==> config.mk <==
export PLATFORM = sky130hd
export DESIGN_NAME = timed_signal_table
export DESIGN_NICKNAME = d
export VERILOG_FILES = /design/src/sv/tst_pkg.sv /design/src/sv/tst_ram.sv /design/src/sv/tst_front.sv /design/src/sv/tst_back.sv /design/src/sv/timed_signal_table.sv
export SDC_FILE = /design/constraint.sdc
export NUM_CORES = 1
export LEC_CHECK = 0
export ABC_AREA = 1
export BUFFER_PORTS_ARGS = -buffer_cell sky130_fd_sc_hd__clkbuf_2
export CORE_MARGIN = 1
export CORE_UTILIZATION = 26
export DETAILED_ROUTE_END_ITERATION = 12
export GPL_TIMING_DRIVEN = 0
export SKIP_LAST_GASP = 1
export SYNTH_ARGS = -nofsm -noshare
export SYNTH_HDL_FRONTEND = slang
export SYNTH_SLANG_ARGS = --single-unit
==> constraint.sdc <==
create_clock -name i_clk -period 6.18 [get_ports i_clk]
set_input_delay 1.236 -clock i_clk [delete_from_list [all_inputs] [get_ports i_clk]]
set_output_delay 1.236 -clock i_clk [all_outputs]
set_load 0.01 [all_outputs]
==> src/sv/tst_pkg.sv <==
// Shared types, request codes and helpers of the timed signal table.
package tst_pkg;

    localparam int TYPE_W = 3;
    localparam int CODE_W = 8;
    localparam int TIME_W = 32;

    localparam logic [TYPE_W-1:0] REQ_ADVANCE      = 3'd0;
    localparam logic [TYPE_W-1:0] REQ_FIRE         = 3'd1;
    localparam logic [TYPE_W-1:0] REQ_ADD          = 3'd2;
    localparam logic [TYPE_W-1:0] REQ_CHECK        = 3'd3;
    localparam logic [TYPE_W-1:0] REQ_CLEAR        = 3'd4;
    localparam logic [TYPE_W-1:0] REQ_CLEAR_OTHERS = 3'd5;

    typedef enum logic [2:0] {
        OP_ADVANCE,
        OP_FIRE,
        OP_ADD,
        OP_CHECK,
        OP_CLEAR,
        OP_CLEAR_OTHERS,
        OP_NONE
    } t_op;

    typedef struct packed {
        t_op               op;
        logic [CODE_W-1:0] code;
        logic [TIME_W-1:0] delay;
    } t_req;

    typedef enum logic [1:0] {
        S_IDLE,
        S_SCAN,
        S_DONE
    } t_state;

    function automatic logic op_scans(t_op op);
        logic r;
        r = (op == OP_FIRE) || (op == OP_ADD) || (op == OP_CHECK) ||
            (op == OP_CLEAR) || (op == OP_CLEAR_OTHERS);
        return r;
    endfunction

endpackage

==> src/sv/tst_ram.sv <==
// Generic single write port RAM with one registered read port.
module tst_ram #(
    parameter int WIDTH = 40,
    parameter int DEPTH = 8,
    localparam int AW = (DEPTH > 1) ? $clog2(DEPTH) : 1
) (
    input  logic             i_clk,
    input  logic             i_we,
    input  logic [AW-1:0]    i_waddr,
    input  logic [WIDTH-1:0] i_wdata,
    input  logic [AW-1:0]    i_raddr,
    output logic [WIDTH-1:0] o_rdata
);

    logic [WIDTH-1:0] r_mem [DEPTH];
    logic [WIDTH-1:0] r_rdata;

    always_ff @(posedge i_clk) begin
        if (i_we) begin
            r_mem[i_waddr] <= i_wdata;
        end
        r_rdata <= r_mem[i_raddr];
    end

    assign o_rdata = r_rdata;

endmodule

==> src/sv/tst_front.sv <==
// Front end: accepts request beats, decodes the request type and queues them.
module tst_front
    import tst_pkg::*;
(
    input  logic              i_clk,
    input  logic              i_rst_n,
    input  logic              i_in_valid,
    output logic              o_in_stall,
    input  logic [TYPE_W-1:0] i_req_type,
    input  logic [CODE_W-1:0] i_signal_code,
    input  logic [TIME_W-1:0] i_delay_ticks,
    output logic              o_req_valid,
    output t_req              o_req,
    input  logic              i_req_pop
);

    t_req       r_q [2];
    logic       r_wr_ptr, n_wr_ptr;
    logic       r_rd_ptr, n_rd_ptr;
    logic [1:0] r_count, n_count;
    logic       push;
    t_req       dec;

    always_comb begin
        dec.code  = i_signal_code;
        dec.delay = i_delay_ticks;
        unique case (i_req_type)
            REQ_ADVANCE:      dec.op = OP_ADVANCE;
            REQ_FIRE:         dec.op = OP_FIRE;
            REQ_ADD:          dec.op = OP_ADD;
            REQ_CHECK:        dec.op = OP_CHECK;
            REQ_CLEAR:        dec.op = OP_CLEAR;
            REQ_CLEAR_OTHERS: dec.op = OP_CLEAR_OTHERS;
            default:          dec.op = OP_NONE;
        endcase
    end

    assign o_in_stall  = (r_count == 2'd2);
    assign push        = i_in_valid && !o_in_stall;
    assign o_req_valid = (r_count != 2'd0);
    assign o_req       = r_q[r_rd_ptr];

    always_comb begin
        n_wr_ptr = push ? !r_wr_ptr : r_wr_ptr;
        n_rd_ptr = i_req_pop ? !r_rd_ptr : r_rd_ptr;
        n_count  = r_count + {1'b0, push} - {1'b0, i_req_pop};
    end

    always_ff @(posedge i_clk) begin
        if (!i_rst_n) begin
            r_wr_ptr <= 1'b0;
            r_rd_ptr <= 1'b0;
            r_count  <= 2'd0;
        end else begin
            r_wr_ptr <= n_wr_ptr;
            r_rd_ptr <= n_rd_ptr;
            r_count  <= n_count;
        end
    end

    always_ff @(posedge i_clk) begin
        if (push) begin
            r_q[r_wr_ptr] <= dec;
        end
    end

endmodule

==> src/sv/tst_back.sv <==
// Back end: epoch counter, slot table and the slot scan sequencer with result register.
module tst_back
    import tst_pkg::*;
#(
    parameter int SLOTS = 8
) (
    input  logic i_clk,
    input  logic i_rst_n,
    input  logic i_req_valid,
    input  t_req i_req,
    output logic o_req_pop,
    output logic o_out_valid,
    input  logic i_out_stall,
    output logic o_hit
);

    localparam int IW = (SLOTS > 1) ? $clog2(SLOTS) : 1;
    localparam int DW = CODE_W + TIME_W;
    localparam logic [IW-1:0] LAST = IW'(SLOTS - 1);

    t_state            r_state, n_state;
    t_op               r_op;
    logic [CODE_W-1:0] r_code;
    logic [TIME_W-1:0] r_due;
    logic [TIME_W-1:0] r_epoch;
    logic [IW-1:0]     r_ev_idx, n_ev_idx;
    logic              r_hit, n_hit;
    logic [SLOTS-1:0]  r_free, n_free;
    logic [SLOTS-1:0]  r_fired, n_fired;
    logic              r_out_valid, n_out_valid;
    logic              r_out_hit;

    logic              found;
    logic              ram_we;
    logic [IW-1:0]     rd_addr;
    logic [DW-1:0]     rd_data;
    logic [CODE_W-1:0] ev_code;
    logic [TIME_W-1:0] ev_due;
    logic              out_free;

    tst_ram #(
        .WIDTH(DW),
        .DEPTH(SLOTS)
    ) u_ram (
        .i_clk  (i_clk),
        .i_we   (ram_we),
        .i_waddr(r_ev_idx),
        .i_wdata({r_code, r_due}),
        .i_raddr(rd_addr),
        .o_rdata(rd_data)
    );

    assign ev_code  = rd_data[DW-1:TIME_W];
    assign ev_due   = rd_data[TIME_W-1:0];
    assign out_free = !r_out_valid || !i_out_stall;

    // The read of the next slot is issued while the current one is evaluated.
    assign n_ev_idx = (r_state == S_SCAN && r_ev_idx != LAST) ? r_ev_idx + 1'b1 : '0;
    assign rd_addr  = n_ev_idx;

    // Slot evaluation during the scan.
    always_comb begin
        found   = 1'b0;
        ram_we  = 1'b0;
        n_free  = r_free;
        n_fired = r_fired;
        n_hit   = r_hit;
        if (r_state == S_SCAN) begin
            unique case (r_op)
                OP_FIRE: begin
                    if (!r_free[r_ev_idx] && !r_fired[r_ev_idx] && ev_due == r_epoch) begin
                        n_fired[r_ev_idx] = 1'b1;
                    end
                end
                OP_ADD: begin
                    if (r_free[r_ev_idx]) begin
                        ram_we            = 1'b1;
                        n_free[r_ev_idx]  = 1'b0;
                        n_fired[r_ev_idx] = 1'b0;
                        found             = 1'b1;
                    end
                end
                OP_CHECK: begin
                    if (!r_free[r_ev_idx] && r_fired[r_ev_idx] && ev_code == r_code) begin
                        n_free[r_ev_idx] = 1'b1;
                        n_hit            = 1'b1;
                        found            = 1'b1;
                    end
                end
                OP_CLEAR: begin
                    if (!r_free[r_ev_idx] && ev_code == r_code) begin
                        n_free[r_ev_idx] = 1'b1;
                    end
                end
                OP_CLEAR_OTHERS: begin
                    if (!r_free[r_ev_idx] && ev_code != r_code) begin
                        n_free[r_ev_idx] = 1'b1;
                    end
                end
                default: begin
                end
            endcase
        end
    end

    // Next state.
    always_comb begin
        n_state = r_state;
        unique case (r_state)
            S_IDLE: begin
                if (i_req_valid) begin
                    n_state = op_scans(i_req.op) ? S_SCAN : S_DONE;
                end
            end
            S_SCAN: begin
                if (found || r_ev_idx == LAST) begin
                    n_state = S_DONE;
                end
            end
            S_DONE: begin
                if (out_free) begin
                    n_state = S_IDLE;
                end
            end
            default: n_state = S_IDLE;
        endcase
    end

    // State outputs.
    always_comb begin
        o_req_pop   = (r_state == S_IDLE) && i_req_valid;
        n_out_valid = (r_out_valid && i_out_stall) || (r_state == S_DONE);
    end

    always_ff @(posedge i_clk) begin
        if (!i_rst_n) begin
            r_state     <= S_IDLE;
            r_epoch     <= '0;
            r_free      <= '1;
            r_fired     <= '0;
            r_out_valid <= 1'b0;
            r_ev_idx    <= '0;
        end else begin
            r_state     <= n_state;
            r_free      <= n_free;
            r_fired     <= n_fired;
            r_out_valid <= n_out_valid;
            r_ev_idx    <= n_ev_idx;
            if (o_req_pop && i_req.op == OP_ADVANCE) begin
                r_epoch <= r_epoch + 1'b1;
            end
        end
    end

    always_ff @(posedge i_clk) begin
        if (o_req_pop) begin
            r_op   <= i_req.op;
            r_code <= i_req.code;
            r_due  <= r_epoch + i_req.delay;
            r_hit  <= 1'b0;
        end else begin
            r_hit  <= n_hit;
        end
        if (r_state == S_DONE && out_free) begin
            r_out_hit <= r_hit;
        end
    end

    assign o_out_valid = r_out_valid;
    assign o_hit       = r_out_hit;

endmodule

==> src/sv/timed_signal_table.sv <==
// Timed signal table: request queue, slot scan engine and result register.
// Advance and unused request types need no scan; fire, add, check, clear and
// clear-others scan the slots, one slot a cycle over the code and due-time RAM.
// A scanning request occupies the back end until its scan ends; add and check stop
// at the first matching slot.
// Synchronous reset zeroes the epoch, marks every slot free and empties the queue
// at once; the RAM needs no clearing pass.
module timed_signal_table
    import tst_pkg::*;
#(
    parameter int SLOTS = 8
) (
    input  logic              i_clk,
    input  logic              i_rst_n,
    input  logic              i_in_valid,
    output logic              o_in_stall,
    input  logic [TYPE_W-1:0] i_req_type,
    input  logic [CODE_W-1:0] i_signal_code,
    input  logic [TIME_W-1:0] i_delay_ticks,
    output logic              o_out_valid,
    input  logic              i_out_stall,
    output logic              o_hit
);

    logic req_valid;
    t_req req;
    logic req_pop;

    tst_front u_front (
        .i_clk        (i_clk),
        .i_rst_n      (i_rst_n),
        .i_in_valid   (i_in_valid),
        .o_in_stall   (o_in_stall),
        .i_req_type   (i_req_type),
        .i_signal_code(i_signal_code),
        .i_delay_ticks(i_delay_ticks),
        .o_req_valid  (req_valid),
        .o_req        (req),
        .i_req_pop    (req_pop)
    );

    tst_back #(
        .SLOTS(SLOTS)
    ) u_back (
        .i_clk      (i_clk),
        .i_rst_n    (i_rst_n),
        .i_req_valid(req_valid),
        .i_req      (req),
        .o_req_pop  (req_pop),
        .o_out_valid(o_out_valid),
        .i_out_stall(i_out_stall),
        .o_hit      (o_hit)
    );

endmodule

# Yosys cells after proc, flatten, opt, wreduce, memory -nomap -nowiden
# Memory sizes are Yosys's and may differ from the RTL's. A register that Yosys moved wholly into a read port is not among the register bits.
# Index checks and enable logic that the tools add are counted.
dict set report totals {
  ff_bits 103
  mem_bits_rw 406
  input_bits 47
  out_inout_bits 3
  wordCells 129
  memories 2
}
dict set report op_classes {
  n_addsub 5
  magnitude_cmp 2
  n_eq_ne 31
  muxes 33
  bitwise 5
  n_reduce_logical 37
}
# name depth width read_ports rd_ports_with_merged_regs wr line_no
set memory_table {}
lappend memory_table {u_back.u_ram.r_mem 8 40 1 1 1 tst_ram.sv:15} ;# logic [WIDTH-1:0] r_mem [DEPTH];
lappend memory_table {u_front.r_q 2 43 1 1 1 tst_front.sv:17} ;# t_req r_q [2];
# operator n
set ops {}
lappend ops {{8-bit two-way mux} 6}
lappend ops {{32-bit by 1-bit adder with 32-bit output (second input constant)} 1}
lappend ops {{32-bit adder} 1}
lappend ops {{32-bit equality test} 1}
lappend ops {{8-bit one-hot mux with 4 select lines} 1}
lappend ops {{3-bit equality test (second input constant)} 7}
lappend ops {{3-bit by 2-bit equality test with 1-bit output (second input constant)} 6}
lappend ops {{3-bit one-hot mux with 6 select lines} 1}
lappend ops {{8-bit bitwise AND} 2}
lappend ops {{8-bit bitwise OR} 2}
lappend ops {{8-bit one-hot mux with 2 select lines} 1}
lappend ops {{1-bit two-way mux} 14}
lappend ops {{2-bit by 1-bit inequality test with 1-bit output (second input constant)} 7}
lappend ops {{1-bit logical AND} 13}
lappend ops {{3-bit by 1-bit equality test with 1-bit output (second input constant)} 3}
lappend ops {{8-bit equality test} 1}
lappend ops {{2-bit two-way mux} 4}
lappend ops {{8-bit inequality test} 1}
lappend ops {{8-bit inverter} 1}
lappend ops {{1-bit zero test} 7}
lappend ops {{1-bit logical OR} 7}
lappend ops {{1-bit binary-select mux with 3-bit select} 2}
lappend ops {{3-bit zero test} 2}
lappend ops {{2-bit one-hot mux with 3 select lines} 1}
lappend ops {{18 further kinds} 21}

# Depth between registers and ports, before layout
# Gate-level depths: netlist (run 1).
dict set report logic_depth {
  word_depth 11
  ltp_mapped 16
  mapped_depth_nobuf 15
}

# Modules after synthesis
# From an unflattened synthesis (run 1), not the netlist that was laid out.
dict set report hier_totals {
  hier_cells 2572
  hier_area_um2 25155.4
}
# module n_inst cells_per_inst area_each_um2
set modules_own_cells {}
lappend modules_own_cells {tst_ram 1 1441 14799.2}
lappend modules_own_cells {tst_back 1 959 6797.8}
lappend modules_own_cells {tst_front 1 172 3558.4}

# Least setup slack after synthesis (run 1)
# No wires, ideal clock.
dict set report synth_path {
  path_type {reg2reg}
  start {reg u_back.r_ev_idx[0]}
  end {mem u_back.u_ram.r_mem[1][0], enable pin}
  arrival_time_ps 5044
  required_time_ps 5643
  setup_slack_ps 599
  path_stages_with_launch 12
  path_buffers 1
  synth_period_minus_slack_ps 5581
  path_cell_list {dfxtp_1 buf_6 nand2_1 nand2_1 nand2_1 nand2_1 nand2_1 nand2_2 nand2_2 nor2_1 inv_1 nor4_1}
}
dict set report synth_via {
  elab_chain_cells 7
}
# element line_no
set synth_rtl {}
lappend synth_rtl {{start, declared} tst_back.sv:26} ;# logic [IW-1:0] r_ev_idx, n_ev_idx;
lappend synth_rtl {{start signal, assigned} tst_back.sv:148} ;# r_ev_idx <= n_ev_idx;
lappend synth_rtl {{1-bit binary-select mux with 3-bit select} tst_back.sv:76} ;# if (r_free[r_ev_idx]) begin
lappend synth_rtl {{1-bit two-way mux (not written as such)} tst_back.sv:76}
lappend synth_rtl {{1-bit two-way mux} tst_back.sv:76}
lappend synth_rtl {{1-bit two-way mux} tst_back.sv:69} ;# unique case (r_op)
lappend synth_rtl {{1-bit two-way mux} tst_back.sv:68} ;# if (r_state == S_SCAN) begin
lappend synth_rtl {{1-bit two-way mux} tst_ram.sv:19} ;# if (i_we) begin
lappend synth_rtl {{1-bit two-way mux (not written as such)} tst_ram.sv:20} ;# r_mem[i_waddr] <= i_wdata;
lappend synth_rtl {{end, declared} tst_ram.sv:15}
# Parallel ways exist; a longest one is shown, timed or not. The select of a mux whose other input is x is not followed.

==> results of run 1 <==
-- placed cells by master, fill, tap and decap left out, drive strengths merged, types with 2 or more instances in the layout --
cell	count
o21bai	6
clkbuf	167
dfxtp	100
ha	36
a211oi	2
o21ai	40
o221ai	80
bufinv	8
inv	105
a31oi	39
o211ai	2
a21oi	113
nand4	28
clkinv	20
nor4	7
a21boi	6
a31o	3
nor3	38
a21o	7
nand3	135
or2	3
buf	79
o21a	6
edfxtp	450
nand2	430
xnor2	46
mux2	39
nor2	107
clkinvlp	3
xor2	31
-- per-layer routing --
| layer | vias to the layer above | share of wire [%] | track usage (%) |
|---|---|---|---|
| li1 | 7341 | - | - |
| met4 | 0 | 2.9 | 4.18 |
| met2 | 395 | 49 | 23.0 |
| met3 | 101 | 4.8 | 1.90 |
| met5 | - | 0 | 0 |
| met1 | 7451 | 43 | 16.5 |
-- worst paths after layout --
path | slack (ps) | end | start | depth (start not counted)
max | 1930 | u_back.r_due[31] | flop | 14
min | 450 | u_back.o_hit | u_back.r_hit | 0
max reg2reg | 1930 | u_back.r_due[31] | flop | 14
min reg2reg | 450 | u_back.o_hit | u_back.r_hit | 0
-- state kept, by name, indices dropped and copies added (netlist names), named ones only --
signal	flops
u_back.o_hit	1
u_back.o_out_valid	1
u_back.r_code	8
u_back.r_due	32
u_back.r_epoch	32
u_back.r_ev_idx	3
u_back.r_hit	1
u_back.r_op	3
u_back.r_state	2
u_back.u_ram.o_rdata	40
u_back.u_ram.r_mem	320
u_front.r_count	2
u_front.r_q	86
u_front.r_rd_ptr	1
u_front.r_wr_ptr	1
-- area by class of cell --
type | count | area, um2
inverter | 105 | 394
multi-input combinational | 1209 | 6840
sequential | 550 | 15500
fill | 8753 | 60400
clock inverter | 31 | 394
clock buffer | 67 | 1410
tap | 1155 | 1450
timing repair buffer | 90 | 633
buffer | 89 | 412
-- logic make-up after synthesis --
| logic type | count (synthesis) | share of synthesized area [%] |
|---|---|---|
| xor+xnor | 77 | 2.92 |
| simple gates | 750 | 13.9 |
| flops | 550 | 67.2 |
| compound gates | 305 | 8.53 |
| buf+inv | 194 | 3.49 |
| fa+ha+maj | 37 | 2.04 |
| mux | 40 | 1.94 |
-- report_power, final --
group	switching (mW)	leakage, nW	internal (mW)
clock	1.40	0.874	1.95
combinational	1.32	3.65	0.664
sequential	0.414	4.92	4.76
-- critical path: stages (launching register included) --
cell and delay [ps]:
sky130_fd_sc_hd__dfxtp_1 320, sky130_fd_sc_hd__buf_6 160, sky130_fd_sc_hd__clkbuf_1 710, sky130_fd_sc_hd__mux2_2 420, sky130_fd_sc_hd__ha_1 230, sky130_fd_sc_hd__nand3_1 80, sky130_fd_sc_hd__nand3_1 190, sky130_fd_sc_hd__nand2_1 120
sky130_fd_sc_hd__o211ai_1 130, sky130_fd_sc_hd__a21oi_1 600, sky130_fd_sc_hd__o21ai_0 450, sky130_fd_sc_hd__nand2_1 190, sky130_fd_sc_hd__nand2_1 70, sky130_fd_sc_hd__nand2_1 50, sky130_fd_sc_hd__nand2_1 200
-- through the flow --
step,hold slack [ps],power (mW)
2_1_floorplan,409,6.41
3_3_place_gp,428,7.19
3_5_place_dp,438,7.24
4_1_cts,447,10.6
5_1_grt,455,11.0
6_report,450,10.5
==> impl_metrics.sql, run 1 <==
INSERT INTO impl_metrics (metric_group, metric, value, unit) VALUES
('outcome', 'outcome', 'finished clean', ''),
('detailed_routing', 'drt_drc_violations_left', '0', ''),
('clocking', 'cts_buffers', '52', ''),
('placed_design', 'place_area', '25200', 'um2'),
('clocking', 'hold_buffers', '0', ''),
('global_route', 'wire_length_of_the_first_global_routing_pass', '89600', 'um'),
('die', 'dieWidth', '300', 'um'),
('sta', 'setup_ws', '1930', 'ps'),
('clocking', 'cts_root_buf', 'sky130_fd_sc_hd__clkbuf_16', ''),
('die', 'floorplan.initialDensity', '26.4', '%'),
('worst_setup_path', 'cp-end-kind', 'flop', ''),
('synthesis', 'biggest_area_contributors_in_the_synthesized_netlist', 'sky130_fd_sc_hd__edfxtp_1 58%, sky130_fd_sc_hd__dfxtp_1 8.7%, sky130_fd_sc_hd__nand2_1 6.9%', ''),
('global_route', 'antenna_found_initial', '1', ''),
('worst_setup_path', 'worstSetupPathType', 'reg -> reg', ''),
('synthesis', 'synthesis.instances', '1953', ''),
('die', 'die_h', '300', 'um'),
('worst_setup_path', 'timing.critical_path.required', '6470', 'ps'),
('finish', 'antenna-diode-count', '0', ''),
('die', 'core', '87400', 'um2'),
('sta', 'setup_tns', '0', 'ps'),
('finish', 'final_layout_size_suffix_gt1_share', '13.0', '%'),
('die', 'design.portCount', '50', ''),
('sta', 'timing_hold_violations_final', '0', ''),
('run', 'cap_viol_max_count', '0', ''),
('detailed_routing', 'routed-via-count', '15288', ''),
('synthesis', 'yosys_register_bits', '550', ''),
('detailed_routing', 'wl', '59500', 'um'),
('placed_design', 'io_buffers', '48', ''),
('synthesis', 'synth.lib_cells_used.distinct', '46', ''),
('synthesis', 'netlist.area_leader.share', '58.5', '%'),
('worst_setup_path', 'worstPathArrival', '4540', 'ps'),
('global_route', 'first_global_vias', '15109', ''),
('finish', 'design.final.nets', '2181', ''),
('sta', 'final-setup-viol-count', '0', ''),
('sta', 'fin_crit_sh', '68.7', '%'),
('sta', 'rsz0062_at_grt', 'false', ''),
('placed_design', 'placement.setup.worst_slack', '1980', 'ps'),
('clocking', 'path_clk_slew', '60', 'ps'),
('clocking', 'tritoncts_clock_tree', 'yes', ''),
('synthesis', 'synth_enable_flop_cells', '450', ''),
('detailed_routing', 'vias_per_cell', '4.64', ''),
('synthesis', 'synth-warning-count', '0', ''),
('die', 'placement_rows', '108', ''),
('synthesis', 'post-synth-top-count-cell', 'sky130_fd_sc_hd__edfxtp_1', ''),
('detailed_routing', 'postRouteAntennaNets', '0', ''),
('synthesis', 'synthesis.area_per_instance', '11.8', 'um2'),
('placed_design', 'placedCellCount', '3198', ''),
('clocking', 'worst_skew_pair.late_latency', '620', 'ps'),
('die', 'die_area', '90100', 'um2'),
('detailed_routing', 'firstDrtPassIters', '5', ''),
('sta', 'max_freq', '235', 'MHz'),
('placed_design', 'detailedPlacementHpwl', '42900', 'um'),
('finish', 'syn_to_final_growth', '17.0', '%'),
('sta', 'maxSlewViolCount', '0', ''),
('synthesis', 'synthesis.area', '23100', 'um2'),
('synthesis', 'synth_commonest_cells', '450 x sky130_fd_sc_hd__edfxtp_1, 424 x sky130_fd_sc_hd__nand2_1, 135 x sky130_fd_sc_hd__nand3_1', ''),
('synthesis', 'synthFlopType', 'sky130_fd_sc_hd__edfxtp_1', ''),
('global_route', 'grt_start_max_net_pins', '29', ''),
('sta', 'period_minus_ws_final', '4250', 'ps'),
('pwr', 'worst_ir_drop_vdd', '0.248', 'mV'),
('detailed_routing', 'drt-initial-drc-count', '1200', ''),
('pwr', 'power-per-cell-area', '389', 'nW/um2'),
('clocking', 'cts.htree.levels', '2', ''),
('clocking', 'cts.sink_count', '550', ''),
('sta', 'finalClockSkew', '25.1', 'ps'),
('placed_design', 'routabilityCongestion', '0.867', ''),
('worst_setup_path', 'cp-start-kind', 'flop', ''),
('sta', 'tightestPinTransition', '921', 'ps'),
('clocking', 'max-clock-path-buffers', '3', ''),
('sta', 'max-slew-margin-rel', '38.6', '%'),
('worst_setup_path', 'highest_fanout_seen_on_the_critical_path', '10', '');
(Power assumes the default switching activity.)
==> run 2, diff against run 1 <==
==> constraint.sdc (replaced) <==
create_clock -name i_clk -period 4.35 [get_ports i_clk]
set_input_delay 0.87 -clock i_clk [delete_from_list [all_inputs] [get_ports i_clk]]
set_output_delay 0.87 -clock i_clk [all_outputs]
set_load 0.01 [all_outputs]
==> impl_metrics.sql, run 2 (synthesis results as in run 1) <==
INSERT INTO impl_metrics (metric_group, metric, value, unit) VALUES
('clocking', 'max-clock-path-buffers', '3', ''),
('detailed_routing', 'wl_per_cell', '18.1', 'um'),
('detailed_routing', 'wl', '59500', 'um'),
('sta', 'rsz0062_at_grt', 'false', ''),
('worst_setup_path', 'cp_num_cells', '14', ''),
('detailed_routing', 'routed-via-count', '15291', ''),
('finish', 'antenna-diode-count', '0', ''),
('worst_setup_path', 'worstSetupPathType', 'reg -> reg', ''),
('die', 'placement_rows', '108', ''),
('pwr', 'static-leakage-power', '9.44', 'nW'),
('sta', 'tightestPinTransition', '889', 'ps'),
('clocking', 'worst_skew_pair.late_latency', '620', 'ps'),
('worst_setup_path', 'timing.critical_path.required', '4640', 'ps'),
('clocking', 'post_cts.resized_instances', '0', ''),
('global_route', 'antenna_found_initial', '1', ''),
('placed_design', 'io_buffers', '48', ''),
('global_route', 'grt_start_max_net_pins', '29', ''),
('finish', 'mostFrequentLayoutCell', 'sky130_fd_sc_hd__edfxtp_1', ''),
('clocking', 'cts.htree.levels', '2', ''),
('pwr', 'post-layout-total-power', '14.9', 'mW'),
('clocking', 'postCtsSetupBuffers', '0', ''),
('finish', 'number_of_flip_flops_in_the_largest_register', '320', ''),
('clocking', 'path_clk_slew', '60', 'ps'),
('worst_setup_path', 'cp-end-kind', 'flop', ''),
('clocking', 'hold_buffers', '0', ''),
('detailed_routing', 'firstDrtPassIters', '7', ''),
('die', 'die_area', '90100', 'um2'),
('detailed_routing', 'drt-initial-drc-count', '1200', ''),
('worst_setup_path', 'highest_fanout_seen_on_the_critical_path', '10', ''),
('min_path', 'worst_hold_path_type', 'in -> reg', ''),
('finish', 'layout_common_cells', '450 x sky130_fd_sc_hd__edfxtp_1, 424 x sky130_fd_sc_hd__nand2_1, 135 x sky130_fd_sc_hd__nand3_1', ''),
('sta', 'setup_tns', '0', 'ps'),
('worst_setup_path', 'worst-path-buf-inv', '2', ''),
('global_route', 'grt_overflow_total', '0', ''),
('finish', 'final_layout_size_suffix_gt1_share', '13.0', '%'),
('sta', 'finalClockSkew', '25.5', 'ps'),
('worst_setup_path', 'worstPathCellList', 'buf_6, clkdlybuf4s15_1, mux2_2, ha_1, nand3_1, nand3_1, nand2_1, o211ai_1, a21oi_1, o21ai_0, nand2_1, nand2_1, nand2_1, nand2_1', ''),
('die', 'dieWidth', '300', 'um'),
('sta', 'timing.hold.ws', '440', 'ps'),
('sta', 'period_minus_ws_final', '4240', 'ps'),
('placed_design', 'routabilityCongestion', '0.867', ''),
('die', 'die_h', '300', 'um'),
('worst_setup_path', 'endpoint', 'u_back.r_due[31]', ''),
('worst_setup_path', 'worstPathArrival', '4530', 'ps'),
('outcome', 'outcome', 'finished clean', ''),
('clocking', 'tritoncts_clock_tree', 'yes', ''),
('finish', 'design.final.nets', '2181', ''),
('sta', 'max-slew-margin-rel', '40.2', '%'),
('clocking', 'cts.sink_count', '550', ''),
('worst_setup_path', 'worst_r2r_endpoint', 'u_back.r_due[31]', ''),
('die', 'design.portCount', '50', ''),
('sta', 'final-setup-viol-count', '0', ''),
('die', 'floorplan.initialDensity', '26.4', '%'),
('clocking', 'cts_root_buf', 'sky130_fd_sc_hd__clkbuf_16', ''),
('worst_setup_path', 'critical-path-max-stage-delay', '700', 'ps'),
('detailed_routing', 'vias_per_cell', '4.64', ''),
('placed_design', 'detailedPlacementHpwl', '42900', 'um'),
('detailed_routing', 'postRouteAntennaNets', '0', ''),
('finish', 'syn_to_final_growth', '17.1', '%'),
('sta', 'maxSlewViolCount', '0', ''),
('worst_setup_path', 'crit_path_top_delay_cell', 'sky130_fd_sc_hd__clkdlybuf4s15_1', ''),
('worst_setup_path', 'crit_path_frequent_cell', 'sky130_fd_sc_hd__nand2_1', ''),
('global_route', 'first_global_vias', '15109', ''),
('sta', 'fin_crit_sh', '97.4', '%'),
('clocking', 'cts_buffers', '52', ''),
('global_route', 'wire_length_of_the_first_global_routing_pass', '89600', 'um'),
('pwr', 'power-per-cell-area', '553', 'nW/um2'),
('sta', 'timing_hold_violations_final', '0', ''),
('pwr', 'worst_ir_drop_vdd', '0.361', 'mV'),
('detailed_routing', 'drt_drc_violations_left', '0', ''),
('worst_setup_path', 'critical_path.top_delay_family', 'compound AO/OA/AOI/OAI gates', ''),
('run', 'cap_viol_max_count', '0', ''),
('sta', 'max_freq', '236', 'MHz'),
('die', 'core', '87400', 'um2'),
('finish', 'top_register', 'u_back.u_ram.r_mem', ''),
('worst_setup_path', 'worst_setup_slack_for_register_to_register_paths', '110', 'ps'),
('worst_setup_path', 'cp-start-kind', 'flop', ''),
('global_route', 'global_route.usage.total', '13.1', '%'),
('worst_setup_path', 'timing.reg2reg.worst_path_depth', '14', '');
## run 2: cell count changes in the layout (fill, tap and decap cells not counted)
cell / change
sky130_fd_sc_hd__clkbuf_1: -1
sky130_fd_sc_hd__clkdlybuf4s15_1: +1
## run 2: worst min path at each step
stage                           from                  to  slack [ps]  depth (start not counted)
floorplan               u_back.r_hit        u_back.o_hit         410                          0
global placement        u_back.r_hit        u_back.o_hit         430                          0
detailed placement  u_front.r_rd_ptr                flop         440                          1
CTS                 i_signal_code[5]  u_front.r_q[1][37]         410                          1
global route        i_signal_code[2]  u_front.r_q[0][34]         420                          1
finish              i_signal_code[2]  u_front.r_q[1][34]         440                          1
## run 2: layout make-up
class	count	area, um2
clock buffers	67	1410
fillers	8752	60400
repair buffers	90	633
plain buffers	89	418
well taps	1155	1450
clock inverters	31	394
multi-input cells	1209	6840
inverters	105	394
flip-flops and latches	550	15500
## run 2: where the power goes
part	internal (mW)	switching (mW)
clock	2.77	1.99
combinational	0.947	1.88
sequential	6.76	0.588
## run 2: layer usage
metal  global-route usage, %  vias to the layer above  share of wire (%)
met1                    16.5                     7444                 43
met2                    23.0                      409                 49
met3                    1.90                       97                5.0
met4                    4.18                        0                2.8
met5                       0                        -                  0
li1                        -                     7341                  -
## run 2: through the flow
step                      utilization (%)  cells  setup slack (ps)  area [um2]
after floorplan                         -   1953             -1230       23100
final                                30.9   3296               114       27000
after global routing                 30.9   3296              5.67       27000
after detailed placement             28.9   3198               155       25200
after CTS                            30.9   3296               171       27000
after global placement               28.4   3156             -5310       24800
## run 2: worst register-to-register path, cell delays in order, from the launching register on
cell and delay, ps:
sky130_fd_sc_hd__dfxtp_1 320, sky130_fd_sc_hd__buf_6 160, sky130_fd_sc_hd__clkdlybuf4s15_1 710, sky130_fd_sc_hd__mux2_2 430, sky130_fd_sc_hd__ha_1 230, sky130_fd_sc_hd__nand3_1 80, sky130_fd_sc_hd__nand3_1 190, sky130_fd_sc_hd__nand2_1 120
sky130_fd_sc_hd__o211ai_1 130, sky130_fd_sc_hd__a21oi_1 590, sky130_fd_sc_hd__o21ai_0 450, sky130_fd_sc_hd__nand2_1 190, sky130_fd_sc_hd__nand2_1 70, sky130_fd_sc_hd__nand2_1 60, sky130_fd_sc_hd__nand2_1 200
==> run 3, diff against run 2 <==
--- a/config.mk
+++ b/config.mk
@@ -11,6 +11,7 @@
 export CORE_UTILIZATION = 26
 export DETAILED_ROUTE_END_ITERATION = 12
 export GPL_TIMING_DRIVEN = 0
+export RECOVER_POWER = 50
 export SKIP_LAST_GASP = 1
 export SYNTH_ARGS = -nofsm -noshare
 export SYNTH_HDL_FRONTEND = slang
==> impl_metrics.sql, run 3 (synthesis results as in run 1) <==
INSERT INTO impl_metrics (metric_group, metric, value, unit) VALUES
('die', 'die_h', '300', 'um'),
('pwr', 'p_clk_share', '32.0', '%'),
('pwr', 'cell_internal_pwr', '10.5', 'mW'),
('worst_setup_path', 'critical-path-max-stage-delay', '690', 'ps'),
('finish', 'mostFrequentLayoutCell', 'sky130_fd_sc_hd__edfxtp_1', ''),
('detailed_routing', 'wl_per_cell', '18.1', 'um'),
('worst_setup_path', 'cp-start-kind', 'flop', ''),
('detailed_routing', 'drt-initial-drc-count', '1207', ''),
('sta', 'final-setup-viol-count', '0', ''),
('worst_setup_path', 'worst-path-buf-inv', '2', ''),
('clocking', 'cts.sink_count', '550', ''),
('global_route', 'global_route.usage.total', '13.1', '%'),
('global_route', 'grt_start_max_net_pins', '29', ''),
('worst_setup_path', 'cp-end-kind', 'flop', ''),
('outcome', 'outcome', 'finished, violations left', ''),
('finish', 'final_layout_size_suffix_gt1_share', '11.5', '%'),
('detailed_routing', 'firstDrtPassIters', '8', ''),
('detailed_routing', 'postRouteAntennaNets', '0', ''),
('sta', 'rsz0062_at_grt', 'false', ''),
('sta', 'maxSlewViolCount', '57', ''),
('sta', 'fin_crit_sh', '96.6', '%'),
('sta', 'timing_hold_violations_final', '0', ''),
('min_path', 'worst_hold_path_type', 'in -> reg', ''),
('clocking', 'cts.htree.levels', '2', ''),
('placed_design', 'io_buffers', '48', ''),
('sta', 'finalClockSkew', '23.6', 'ps'),
('clocking', 'cts_root_buf', 'sky130_fd_sc_hd__clkbuf_16', ''),
('finish', 'number_of_flip_flops_in_the_largest_register', '320', ''),
('min_path', 'timing.hold.worst.start', 'i_signal_code[2]', ''),
('pwr', 'power-per-cell-area', '553', 'nW/um2'),
('detailed_routing', 'vias_per_cell', '4.65', ''),
('die', 'design.portCount', '50', ''),
('sta', 'period_minus_ws_final', '4200', 'ps'),
('clocking', 'tritoncts_clock_tree', 'yes', ''),
('global_route', 'antenna_found_initial', '1', ''),
('placed_design', 'detailedPlacementHpwl', '42900', 'um'),
('clocking', 'max-clock-path-buffers', '3', ''),
('global_route', 'grt_overflow_total', '0', ''),
('outcome', 'violations_in_the_final_reports', 'max-capacitance violations, max-slew violations', ''),
('placed_design', 'routabilityCongestion', '0.867', ''),
('clocking', 'hold_buffers', '0', ''),
('global_route', 'wire_length_of_the_first_global_routing_pass', '89600', 'um'),
('run', 'cap_viol_max_count', '3', ''),
('sta', 'setup_ws', '148', 'ps'),
('finish', 'layout_common_cells', '450 x sky130_fd_sc_hd__edfxtp_1, 424 x sky130_fd_sc_hd__nand2_1, 135 x sky130_fd_sc_hd__nand3_1', ''),
('die', 'placement_rows', '108', ''),
('worst_setup_path', 'critical_path.top_delay_family', 'compound AO/OA/AOI/OAI gates', ''),
('detailed_routing', 'drt_drc_violations_left', '0', ''),
('sta', 'timing.hold.ws', '443', 'ps'),
('pwr', 'power.share.switching', '29.8', '%'),
('placed_design', 'placement.setup.worst_slack', '155', 'ps'),
('finish', 'top_register', 'u_back.u_ram.r_mem', ''),
('worst_setup_path', 'highest_fanout_seen_on_the_critical_path', '10', ''),
('worst_setup_path', 'worstSetupPathType', 'reg -> reg', ''),
('pwr', 'power.sequential.fraction', '49.3', '%'),
('sta', 'tightestPinTransition', '1790', 'ps'),
('pwr', 'worst_ir_drop_vdd', '0.361', 'mV'),
('finish', 'design.final.nets', '2181', ''),
('pwr', 'power.combinational.fraction', '18.7', '%'),
('die', 'die_area', '90100', 'um2'),
('worst_setup_path', 'worstPathArrival', '4500', 'ps'),
('finish', 'syn_to_final_growth', '16.7', '%'),
('global_route', 'first_global_vias', '15109', ''),
('detailed_routing', 'wl', '59500', 'um'),
('sta', 'max_freq', '238', 'MHz'),
('sta', 'max-slew-margin-rel', '-19.4', '%'),
('finish', 'fin_util', '30.8', '%'),
('placed_design', 'placedCellCount', '3198', ''),
('clocking', 'worst_skew_pair.late_latency', '620', 'ps'),
('pwr', 'static-leakage-power', '9.36', 'nW'),
('finish', 'antenna-diode-count', '0', ''),
('pwr', 'switching_power', '4.45', 'mW'),
('die', 'dieWidth', '300', 'um'),
('worst_setup_path', 'timing.critical_path.required', '4640', 'ps'),
('die', 'floorplan.initialDensity', '26.4', '%'),
('detailed_routing', 'routed-via-count', '15332', ''),
('finish', 'post_layout_nonfiller_instances', '3296', ''),
('clocking', 'cts_buffers', '52', ''),
('clocking', 'path_clk_slew', '60', 'ps'),
('worst_setup_path', 'crit_path_frequent_cell', 'sky130_fd_sc_hd__nand2_1', ''),
('worst_setup_path', 'crit_path_top_delay_cell', 'sky130_fd_sc_hd__clkdlybuf4s15_1', ''),
('die', 'core', '87400', 'um2'),
('worst_setup_path', 'worstPathCellList', 'buf_6, clkdlybuf4s15_1, mux2_2, ha_1, nand3_1, nand3_1, nand2_1, o211ai_1, a21oi_1, o21ai_0, nand2_1, nand2_1, nand2_1, nand2_1', '');
-- run 3: changes by cell type in the layout (fill, tap and decap cells not counted), moves of 2 or more --
| cell | change |
|---|---|
| sky130_fd_sc_hd__o21ai_0 | +3 |
| sky130_fd_sc_hd__clkbuf_2 | -25 |
| sky130_fd_sc_hd__mux2_1 | +2 |
| sky130_fd_sc_hd__clkbuf_1 | +26 |
| sky130_fd_sc_hd__mux2_2 | -2 |
| sky130_fd_sc_hd__nor2_4 | -2 |
| sky130_fd_sc_hd__nor2_1 | +2 |
| sky130_fd_sc_hd__o21ai_1 | -3 |
-- run 3: worst register-to-register path: cells and delay by family (launching register included) --
family,cells,cell delay (ps)
AOI/OAI and AO/OA,3,1160
and+or+nand+nor,7,910
buffers and inverters,2,850
muxes,1,430
DFF,1,320
adders and majority gates,1,230
-- run 3: power groups by stage --
stage	sequential, mW	combinational [mW]	clock, mW
2_1_floorplan	7.21	1.90	0
3_3_place_gp	7.46	2.76	0
3_5_place_dp	7.45	2.83	0
4_1_cts	7.35	2.85	4.85
5_1_grt	7.43	3.10	5.05
6_report	7.36	2.80	4.77
-- run 3: what timing repair did --
action / CTS / global route
gates resized for setup: 0 / 2
endpoints found under the setup margin: 0 / 1
setup buffers: 0 / 0
-- run 3: worst paths after layout --
check                                     endpoint  slack (ps)  cells past startpoint
worst max-delay path              u_back.r_due[31]         150                     14
worst max register to register    u_back.r_due[31]         150                     14
worst min register to register        u_back.o_hit         450                      0
worst min-delay path            u_front.r_q[1][34]         440                      1
-- run 3: final cells by class --
class,count,area (um2)
well taps,1155,1450
multi-input cells,1209,6810
inverters,105,394
repair buffers,90,586
fillers,8765,60500
clock inverters,31,394
flip-flops and latches,550,15500
clock buffers,67,1410
plain buffers,89,418
-- run 3: metrics by stage --
step	power [mW]	cell area, um2	setup TNS (ps)
6_report	14.9	27000	0
5_1_grt	15.6	27000	0
4_1_cts	15.0	27000	0
3_5_place_dp	10.3	25200	0
3_3_place_gp	10.2	24800	-1244600
2_1_floorplan	9.11	23100	-295310
-- run 3: routing by layer --
metal	GRT usage, %	vias up	share of wire, %
met5	0	-	0
met4	4.18	0	2.8
met3	1.90	99	5.1
met2	23.0	396	49
met1	16.5	7491	43
li1	-	7346	-
